$ cat src/design/utra_pkg.sv
// Shared types, constants and helpers for the radix-to-ASCII converter.
`default_nettype none

package utra_pkg;

    // Radix limits and division step size.
    localparam logic [4:0] RADIX_MIN = 5'd2;
    localparam logic [4:0] RADIX_MAX = 5'd16;
    localparam int STEP_BITS = 8;

    // ASCII anchors for digit mapping.
    localparam logic [7:0] CHAR_ZERO    = 8'h30;
    localparam logic [7:0] CHAR_LOWER_A = 8'h61;
    localparam logic [7:0] CHAR_UPPER_A = 8'h41;
    localparam logic [7:0] CHAR_NONE    = 8'h00;

    // Input transaction payload.
    typedef struct packed {
        logic [63:0] number;
        logic [4:0]  radix;
        logic        upper_case;
    } in_item_t;

    // Output transaction payload.
    typedef struct packed {
        logic [7:0] digit_char;
        logic       last;
        logic       error;
    } out_item_t;

    // Commands from the controller to the datapath.
    typedef struct packed {
        logic load;
        logic div_step;
        logic emit_start;
        logic rd;
        logic out_load;
        logic err_load;
    } cmd_t;

    // Status from the datapath to the controller.
    typedef struct packed {
        logic radix_ok;
        logic div_last;
        logic quot_zero;
        logic out_free;
        logic rlast;
    } status_t;

    // Maps a digit value to its ASCII code in the selected letter case.
    function automatic logic [7:0] digit_ascii(input logic [3:0] d, input logic upper);
        logic [7:0] base;
        if (d < 4'd10)
        begin
            base = CHAR_ZERO;
        end
        else if (upper)
        begin
            base = CHAR_UPPER_A - 8'd10;
        end
        else
        begin
            base = CHAR_LOWER_A - 8'd10;
        end
        return base + {4'b0000, d};
    endfunction

endpackage

`default_nettype wire

$ cat src/design/utra_ctrl.sv
// Sequencing state machine for the radix-to-ASCII converter.
`default_nettype none

module utra_ctrl (
    input  wire logic              clk,
    input  wire logic              rst_n,
    input  wire logic              in_valid,
    output logic                   in_ready,
    input  wire utra_pkg::status_t status,
    output utra_pkg::cmd_t         cmd
);
    import utra_pkg::*;

    localparam logic [2:0] S_IDLE = 3'd0;
    localparam logic [2:0] S_DIV  = 3'd1;
    localparam logic [2:0] S_PREP = 3'd2;
    localparam logic [2:0] S_READ = 3'd3;
    localparam logic [2:0] S_HOLD = 3'd4;
    localparam logic [2:0] S_ERR  = 3'd5;

    logic [2:0] state_reg;
    logic [2:0] state_next;

    // Next state and command decode.
    always_comb
    begin
        state_next = state_reg;
        cmd        = '0;
        in_ready   = 1'b0;
        unique case (state_reg)
            S_IDLE:
            begin
                in_ready = 1'b1;
                if (in_valid)
                begin
                    if (status.radix_ok)
                    begin
                        cmd.load   = 1'b1;
                        state_next = S_DIV;
                    end
                    else
                    begin
                        state_next = S_ERR;
                    end
                end
            end
            S_DIV:
            begin
                cmd.div_step = 1'b1;
                if (status.div_last && status.quot_zero)
                begin
                    state_next = S_PREP;
                end
            end
            S_PREP:
            begin
                cmd.emit_start = 1'b1;
                state_next     = S_READ;
            end
            S_READ:
            begin
                cmd.rd     = 1'b1;
                state_next = S_HOLD;
            end
            S_HOLD:
            begin
                if (status.out_free)
                begin
                    cmd.out_load = 1'b1;
                    if (status.rlast)
                    begin
                        state_next = S_IDLE;
                    end
                    else
                    begin
                        cmd.rd = 1'b1;
                    end
                end
            end
            S_ERR:
            begin
                if (status.out_free)
                begin
                    cmd.err_load = 1'b1;
                    state_next   = S_IDLE;
                end
            end
            default:
            begin
                state_next = S_IDLE;
            end
        endcase
    end

    // State register.
    always_ff @(posedge clk or negedge rst_n)
    begin
        if (!rst_n)
        begin
            state_reg <= S_IDLE;
        end
        else
        begin
            state_reg <= state_next;
        end
    end

endmodule

`default_nettype wire

$ cat src/design/utra_datapath.sv
// Digit divider, digit store and output register of the radix-to-ASCII converter.
`default_nettype none

module utra_datapath #(
    parameter int VALUE_WIDTH = 64,
    parameter int MAX_DIGITS  = 64
) (
    input  wire logic                clk,
    input  wire logic                rst_n,
    input  wire utra_pkg::in_item_t  in_data,
    input  wire logic                out_ready,
    output logic                     out_valid,
    output utra_pkg::out_item_t      out_data,
    input  wire utra_pkg::cmd_t      cmd,
    output utra_pkg::status_t        status
);
    import utra_pkg::*;

    localparam int DIV_CYCLES = (VALUE_WIDTH + STEP_BITS - 1) / STEP_BITS;
    localparam int PAD_W      = DIV_CYCLES * STEP_BITS;
    localparam int SW         = (DIV_CYCLES > 1) ? $clog2(DIV_CYCLES) : 1;
    localparam int CW         = $clog2(VALUE_WIDTH + 1);
    localparam int AW         = $clog2(MAX_DIGITS);
    localparam int LW         = (CW > AW + 1) ? CW : AW + 1;

    logic [PAD_W-1:0]     work_reg;
    logic [PAD_W-1:0]     work_next;
    logic [PAD_W-1:0]     work_step;
    logic [3:0]           rem_reg;
    logic [3:0]           rem_next;
    logic [3:0]           rem_step;
    logic [SW-1:0]        step_reg;
    logic [SW-1:0]        step_next;
    logic [CW-1:0]        count_reg;
    logic [CW-1:0]        count_next;
    logic [4:0]           radix_reg;
    logic                 upper_reg;
    logic [AW-1:0]        rd_idx_reg;
    logic [AW-1:0]        rd_idx_next;
    logic [3:0]           rdata_reg;
    logic                 rlast_reg;
    logic                 out_valid_reg;
    logic                 out_valid_next;
    out_item_t            out_data_reg;
    out_item_t            out_data_next;
    logic [STEP_BITS-1:0] qbits;
    logic [LW-1:0]        count_lw;
    logic [LW-1:0]        digit_lim;
    logic                 wr_en;
    logic [3:0]           digit_mem [MAX_DIGITS];

    // One division step: shift eight dividend bits through the remainder.
    always_comb
    begin
        logic [3:0] r;
        logic [4:0] t;
        r = rem_reg;
        qbits = '0;
        for (int i = 0; i < STEP_BITS; i++)
        begin
            t = {r, work_reg[PAD_W-1-i]};
            if (t >= radix_reg)
            begin
                qbits[STEP_BITS-1-i] = 1'b1;
                r = 4'(t - radix_reg);
            end
            else
            begin
                r = t[3:0];
            end
        end
        rem_step  = r;
        work_step = (work_reg << STEP_BITS) | PAD_W'(qbits);
    end

    // Digit count limits and store write enable.
    assign count_lw  = LW'(count_reg);
    assign digit_lim = (count_lw > LW'(MAX_DIGITS)) ? LW'(MAX_DIGITS) : count_lw;
    assign wr_en     = cmd.div_step && status.div_last && (count_lw < LW'(MAX_DIGITS));

    // Status toward the controller.
    assign status.radix_ok  = (in_data.radix >= RADIX_MIN) && (in_data.radix <= RADIX_MAX);
    assign status.div_last  = (step_reg == SW'(DIV_CYCLES - 1));
    assign status.quot_zero = (work_step == '0);
    assign status.out_free  = !out_valid_reg || out_ready;
    assign status.rlast     = rlast_reg;

    // Next values of the division and emission registers.
    always_comb
    begin
        work_next   = work_reg;
        rem_next    = rem_reg;
        step_next   = step_reg;
        count_next  = count_reg;
        rd_idx_next = rd_idx_reg;
        if (cmd.load)
        begin
            work_next  = PAD_W'(in_data.number[VALUE_WIDTH-1:0]);
            rem_next   = '0;
            step_next  = '0;
            count_next = '0;
        end
        else if (cmd.div_step)
        begin
            work_next = work_step;
            if (status.div_last)
            begin
                rem_next   = '0;
                step_next  = '0;
                count_next = count_reg + CW'(1);
            end
            else
            begin
                rem_next  = rem_step;
                step_next = step_reg + SW'(1);
            end
        end
        if (cmd.emit_start)
        begin
            rd_idx_next = AW'(digit_lim - LW'(1));
        end
        else if (cmd.rd)
        begin
            rd_idx_next = rd_idx_reg - AW'(1);
        end
    end

    // Output register next value.
    always_comb
    begin
        out_valid_next = out_valid_reg;
        out_data_next  = out_data_reg;
        if (cmd.out_load)
        begin
            out_valid_next           = 1'b1;
            out_data_next.digit_char = digit_ascii(rdata_reg, upper_reg);
            out_data_next.last       = rlast_reg;
            out_data_next.error      = 1'b0;
        end
        else if (cmd.err_load)
        begin
            out_valid_next           = 1'b1;
            out_data_next.digit_char = CHAR_NONE;
            out_data_next.last       = 1'b1;
            out_data_next.error      = 1'b1;
        end
        else if (out_ready)
        begin
            out_valid_next = 1'b0;
        end
    end

    // Control registers.
    always_ff @(posedge clk or negedge rst_n)
    begin
        if (!rst_n)
        begin
            rem_reg       <= '0;
            step_reg      <= '0;
            count_reg     <= '0;
            out_valid_reg <= 1'b0;
        end
        else
        begin
            rem_reg       <= rem_next;
            step_reg      <= step_next;
            count_reg     <= count_next;
            out_valid_reg <= out_valid_next;
        end
    end

    // Payload registers.
    always_ff @(posedge clk)
    begin
        work_reg     <= work_next;
        rd_idx_reg   <= rd_idx_next;
        out_data_reg <= out_data_next;
        if (cmd.load)
        begin
            radix_reg <= in_data.radix;
            upper_reg <= in_data.upper_case;
        end
    end

    // Digit store: written least significant digit first, read back in reverse.
    always_ff @(posedge clk)
    begin
        if (wr_en)
        begin
            digit_mem[count_reg[AW-1:0]] <= rem_step;
        end
        if (cmd.rd)
        begin
            rdata_reg <= digit_mem[rd_idx_reg];
            rlast_reg <= (rd_idx_reg == '0);
        end
    end

    assign out_valid = out_valid_reg;
    assign out_data  = out_data_reg;

endmodule

`default_nettype wire

$ cat src/design/unsigned_to_radix_ascii.sv
// Top level of the unsigned integer to ASCII digit converter, radix 2 to 16.
//
// Each input transaction carries a number, a radix and a letter-case flag; the
// block returns one output transaction per digit, most significant first, with
// last set on the final one. Only the low VALUE_WIDTH bits of the number are
// used; zero gives the single digit '0', and when more than MAX_DIGITS digits
// are needed only the MAX_DIGITS least significant ones come out. A radix
// outside 2 to 16 gives one transaction with error and last set and a zero
// character. Digits come from a shared restoring divider that handles eight
// dividend bits per cycle and finds each digit in one full pass over the
// dividend. All digits are found before the first one comes out; after that
// they stream out at one per cycle from the digit store while the receiver
// stays ready. The next number is accepted as soon as the last digit sits in
// the output register.
`default_nettype none

module unsigned_to_radix_ascii #(
    parameter int VALUE_WIDTH = 64,
    parameter int MAX_DIGITS  = 64
) (
    input  wire logic                clk,
    input  wire logic                rst_n,
    input  wire logic                in_valid,
    output logic                     in_ready,
    input  wire utra_pkg::in_item_t  in_data,
    output logic                     out_valid,
    input  wire logic                out_ready,
    output utra_pkg::out_item_t      out_data
);
    import utra_pkg::*;

    cmd_t    cmd;
    status_t status;

    // Sequencer.
    utra_ctrl u_ctrl (
        .clk      (clk),
        .rst_n    (rst_n),
        .in_valid (in_valid),
        .in_ready (in_ready),
        .status   (status),
        .cmd      (cmd)
    );

    // Divider, digit store and output register.
    utra_datapath #(
        .VALUE_WIDTH (VALUE_WIDTH),
        .MAX_DIGITS  (MAX_DIGITS)
    ) u_datapath (
        .clk       (clk),
        .rst_n     (rst_n),
        .in_data   (in_data),
        .out_ready (out_ready),
        .out_valid (out_valid),
        .out_data  (out_data),
        .cmd       (cmd),
        .status    (status)
    );

    // The output register is never overwritten while it holds an undelivered result.
    assert property (@(posedge clk) disable iff (!rst_n)
        (cmd.out_load || cmd.err_load) |-> (!out_valid || out_ready))
        else $error("output register overwritten before its transaction completed");

    // A valid conversion keeps the input side closed on the following cycle.
    assert property (@(posedge clk) disable iff (!rst_n)
        (in_valid && in_ready && status.radix_ok) |=> !in_ready)
        else $error("input accepted again while a conversion was starting");

    // An error result is a single, final result with a zero character.
    assert property (@(posedge clk) disable iff (!rst_n)
        (out_valid && out_data.error) |-> (out_data.last && (out_data.digit_char == CHAR_NONE)))
        else $error("malformed error result");

endmodule

`default_nettype wire

$ cat config.mk
export PLATFORM = sky130hd
export DESIGN_NAME = unsigned_to_radix_ascii
export DESIGN_NICKNAME = d
export VERILOG_FILES = /design/src/design/utra_pkg.sv /design/src/design/utra_ctrl.sv /design/src/design/utra_datapath.sv /design/src/design/unsigned_to_radix_ascii.sv
export SDC_FILE = /design/constraint.sdc
export NUM_CORES = 1
export LEC_CHECK = 0
export BUFFER_PORTS_ARGS = -buffer_cell sky130_fd_sc_hd__buf_2
export CORE_ASPECT_RATIO = 1.2
export CORE_UTILIZATION = 55
export DETAILED_ROUTE_END_ITERATION = 10
export PLACE_DENSITY = 0.76
export SYNTH_ARGS = -nofsm -noshare
export SYNTH_HDL_FRONTEND = slang
export SYNTH_HIERARCHICAL = 1
export SYNTH_SLANG_ARGS = --single-unit
$ cat constraint.sdc
create_clock -name clk -period 13.2 [get_ports clk]
set_clock_uncertainty 0.1 [all_clocks]
set_input_delay 2.64 -clock clk [delete_from_list [all_inputs] [get_ports clk]]
set_output_delay 2.64 -clock clk [all_outputs]
set_load 0.005 [all_outputs]
==> impl_metrics.yaml <==
run_status:
  status: "finished clean"
route:
  wire_per_inst_um: 22.5
  vias: 9802
  route.detailed.drc: 0
  ant_nets: 0
  drtIter0Drc: 789
  vias_per_cell: 6.12
  drtPass1Iterations: 5
  wl_um: 36000
clocking:
  clock_path_buffers: 3
  cts-htree-levels: 2
  root_buffer: "clkbuf_16"
  ctsHoldBuffers: 0
  cts_sinks: 365
  cts_made_buffers: 36
  cts_setup_buffers: 0
  path_clk_slew_ps: 60
  cts_tree: "built"
  postCtsResizedCells: 0
  clkLatencyLatePin_ps: 530
die:
  core-area_sq_um: 29900
  die_area_sq_um: 31400
  num_io_pins: 86
  start_util_pct: 56.5
  dieWidth_um: 162
  rows: 69
  die_height_um: 194
global_route:
  grt_max_degree: 81
  track_usage_pct: 23.6
  antenna_found_initial: 5
  globalRoute.totalOverflow: 0
  grt_pass1_wl_um: 56300
  grt_pass1_vias: 10254
logic_synthesis:
  synthArstFlopShare_pct: 4.93
  synth-seq-cells: 365
  syn-num-nets: 1218
  ys_seq_area_share_pct: 64.3
  synth_top_area_share_pct: 61.5
  yosys.area.top_type: "edfxtp_1"
  ys_top_cells_by_area: "edfxtp_1, mux4_2, mux2_2"
  synth.cell_area_sq_um: 16900
  ys.flop_type: "edfxtp_1"
  yosysWarningCount: 6
  synth_cells: 1088
  syn_avg_cell_area_sq_um: 15.5
  synthDistinctLibCells: 63
  synth-edff-count: 346
sta:
  slew_violations: 0
  max_freq_mhz: 81.6
  layout_min_cycle_time_ps: 12260
  setup_viol: 0
  fin_tns_setup_ps: 0
  hold_viol: 0
  period_share_pct: 92.8
  rsz0062_at_grt: "false"
  worst_slack_ps: 944
  relSlewSlack_pct: 28.0
  tightest_slew_ps: 1080
setup_path:
  cp_num_buf_inv: 6
  start_kind: "register"
  cp_max_fo: 65
  cp.arrival_ps: 12390
  slowest_delay_ps: 610
  cpMaxStageDelayCell: "o21ai_0"
  required_ps: 13330
  crit_family: "compound AO/OA/AOI/OAI gates"
  crit_top_cell: "ha_1"
  critical_path_class: "register to register"
  end_kind: "register"
finish:
  drive_gt1_share_pct: 25.6
  syn2layout_area_growth_pct: 11.7
  largest_reg_flops: 256
  num-nets-final: 1311
hold_path:
  hold_path.class: "register to register"
flow_run:
  cap_violations: 0
placed_design:
  post-place-ws_ps: 777
  io_buffers: 85
  hpwl_um: 24000
  gp_congestion: 0.896
==> metal layers <==
layer	vias up	global-route usage (%)	part of all wire, %
met5	-	0	0.056
met4	4	10.2	4.0
li1	4416	-	-
met3	101	5.50	7.1
met2	402	41.8	52
met1	4879	27.2	37
==> per-stage QoR <==
stage               hold WS, ps  cell area, sq um  util (%)  cells
global route                415             18800      63.1   1599
floorplan                   363             16900         -   1088
detailed placement          354             17700      59.3   1533
global placement            355             17700      59.3   1533
CTS                         369             18800      63.1   1599
finish                      364             18900      63.1   1601
==> kinds of logic after synthesis <==
| kind of cell | synth area share [%] |
|---|---|
| AOI/OAI and AO/OA | 5.56 |
| xor gates and xnor gates | 1.30 |
| adders and majority gates | 4.55 |
| buffers and inverters | 2.27 |
| DFF | 64.3 |
| muxes | 14.6 |
| other | 0.0222 |
| and+or+nand+nor | 7.37 |
==> synth_stat cells (7+ instances only) <==
library cell / instances
ha_1: 47
nor2_1: 102
nand2b_1: 15
inv_1: 37
a31oi_1: 7
dfrtp_1: 18
xor2_1: 10
mux2i_1: 18
nor2b_1: 16
mux4_2: 65
o21a_1: 8
a22oi_1: 15
nor4_1: 18
edfxtp_1: 346
a21o_1: 16
a21oi_1: 38
fa_1: 9
o21ai_0: 24
buf_2: 7
xnor2_1: 15
mux2_2: 73
clkbuf_1: 23
nand3_1: 15
nand2_1: 52
==> cell usage in the layout (no fill, tap or decap), types with 36 or more instances in the layout <==
cell | netlist | final
mux2_2 | 73 | 72
nand2_1 | 52 | 52
a21oi_1 | 38 | 37
mux4_2 | 65 | 65
inv_1 | 37 | 36
clkbuf_16 | 0 | 36
ha_1 | 47 | 47
buf_2 | 7 | 85
edfxtp_1 | 346 | 346
nor2_1 | 102 | 102
==> area by class of cell <==
type / instances / area (sq um)
Antenna cell: 2 / 5.00
Clock buffer: 46 / 938
Clock inverter: 20 / 190
Fill cell: 2142 / 11000
Inverter: 37 / 139
Multi-Input combinational cell: 641 / 5700
Sequential cell: 365 / 10900
Tap cell: 390 / 488
Timing Repair Buffer: 100 / 538
==> path summary, 6_finish.rpt <==
| check | from | end | slack (ps) | depth (start not counted) |
|---|---|---|---|---|
| max in group asynchronous | rst_n | u_ctrl/state_reg[1] | 10740 | 1 |
| min reg2reg | u_datapath/out_data[0] | u_datapath/out_data[0] | 360 | 2 |
| max reg2reg | u_datapath/radix_reg[1] | u_datapath/digit_mem[10][1] | 940 | 48 |
| min in group asynchronous | rst_n | u_ctrl/state_reg[2] | 1950 | 1 |
| min | u_datapath/out_data[0] | u_datapath/out_data[0] | 360 | 2 |
| max | u_datapath/radix_reg[1] | u_datapath/digit_mem[10][1] | 940 | 48 |
==> tightest hold or removal path: stages, from the launching register on <==
cell     delay (ps)
dfxtp_1         320
nor2_1           40
nor2_1           60
Power is not shown: default switching activity piles up to over one toggle a cycle in this logic, so the estimate is an artifact.
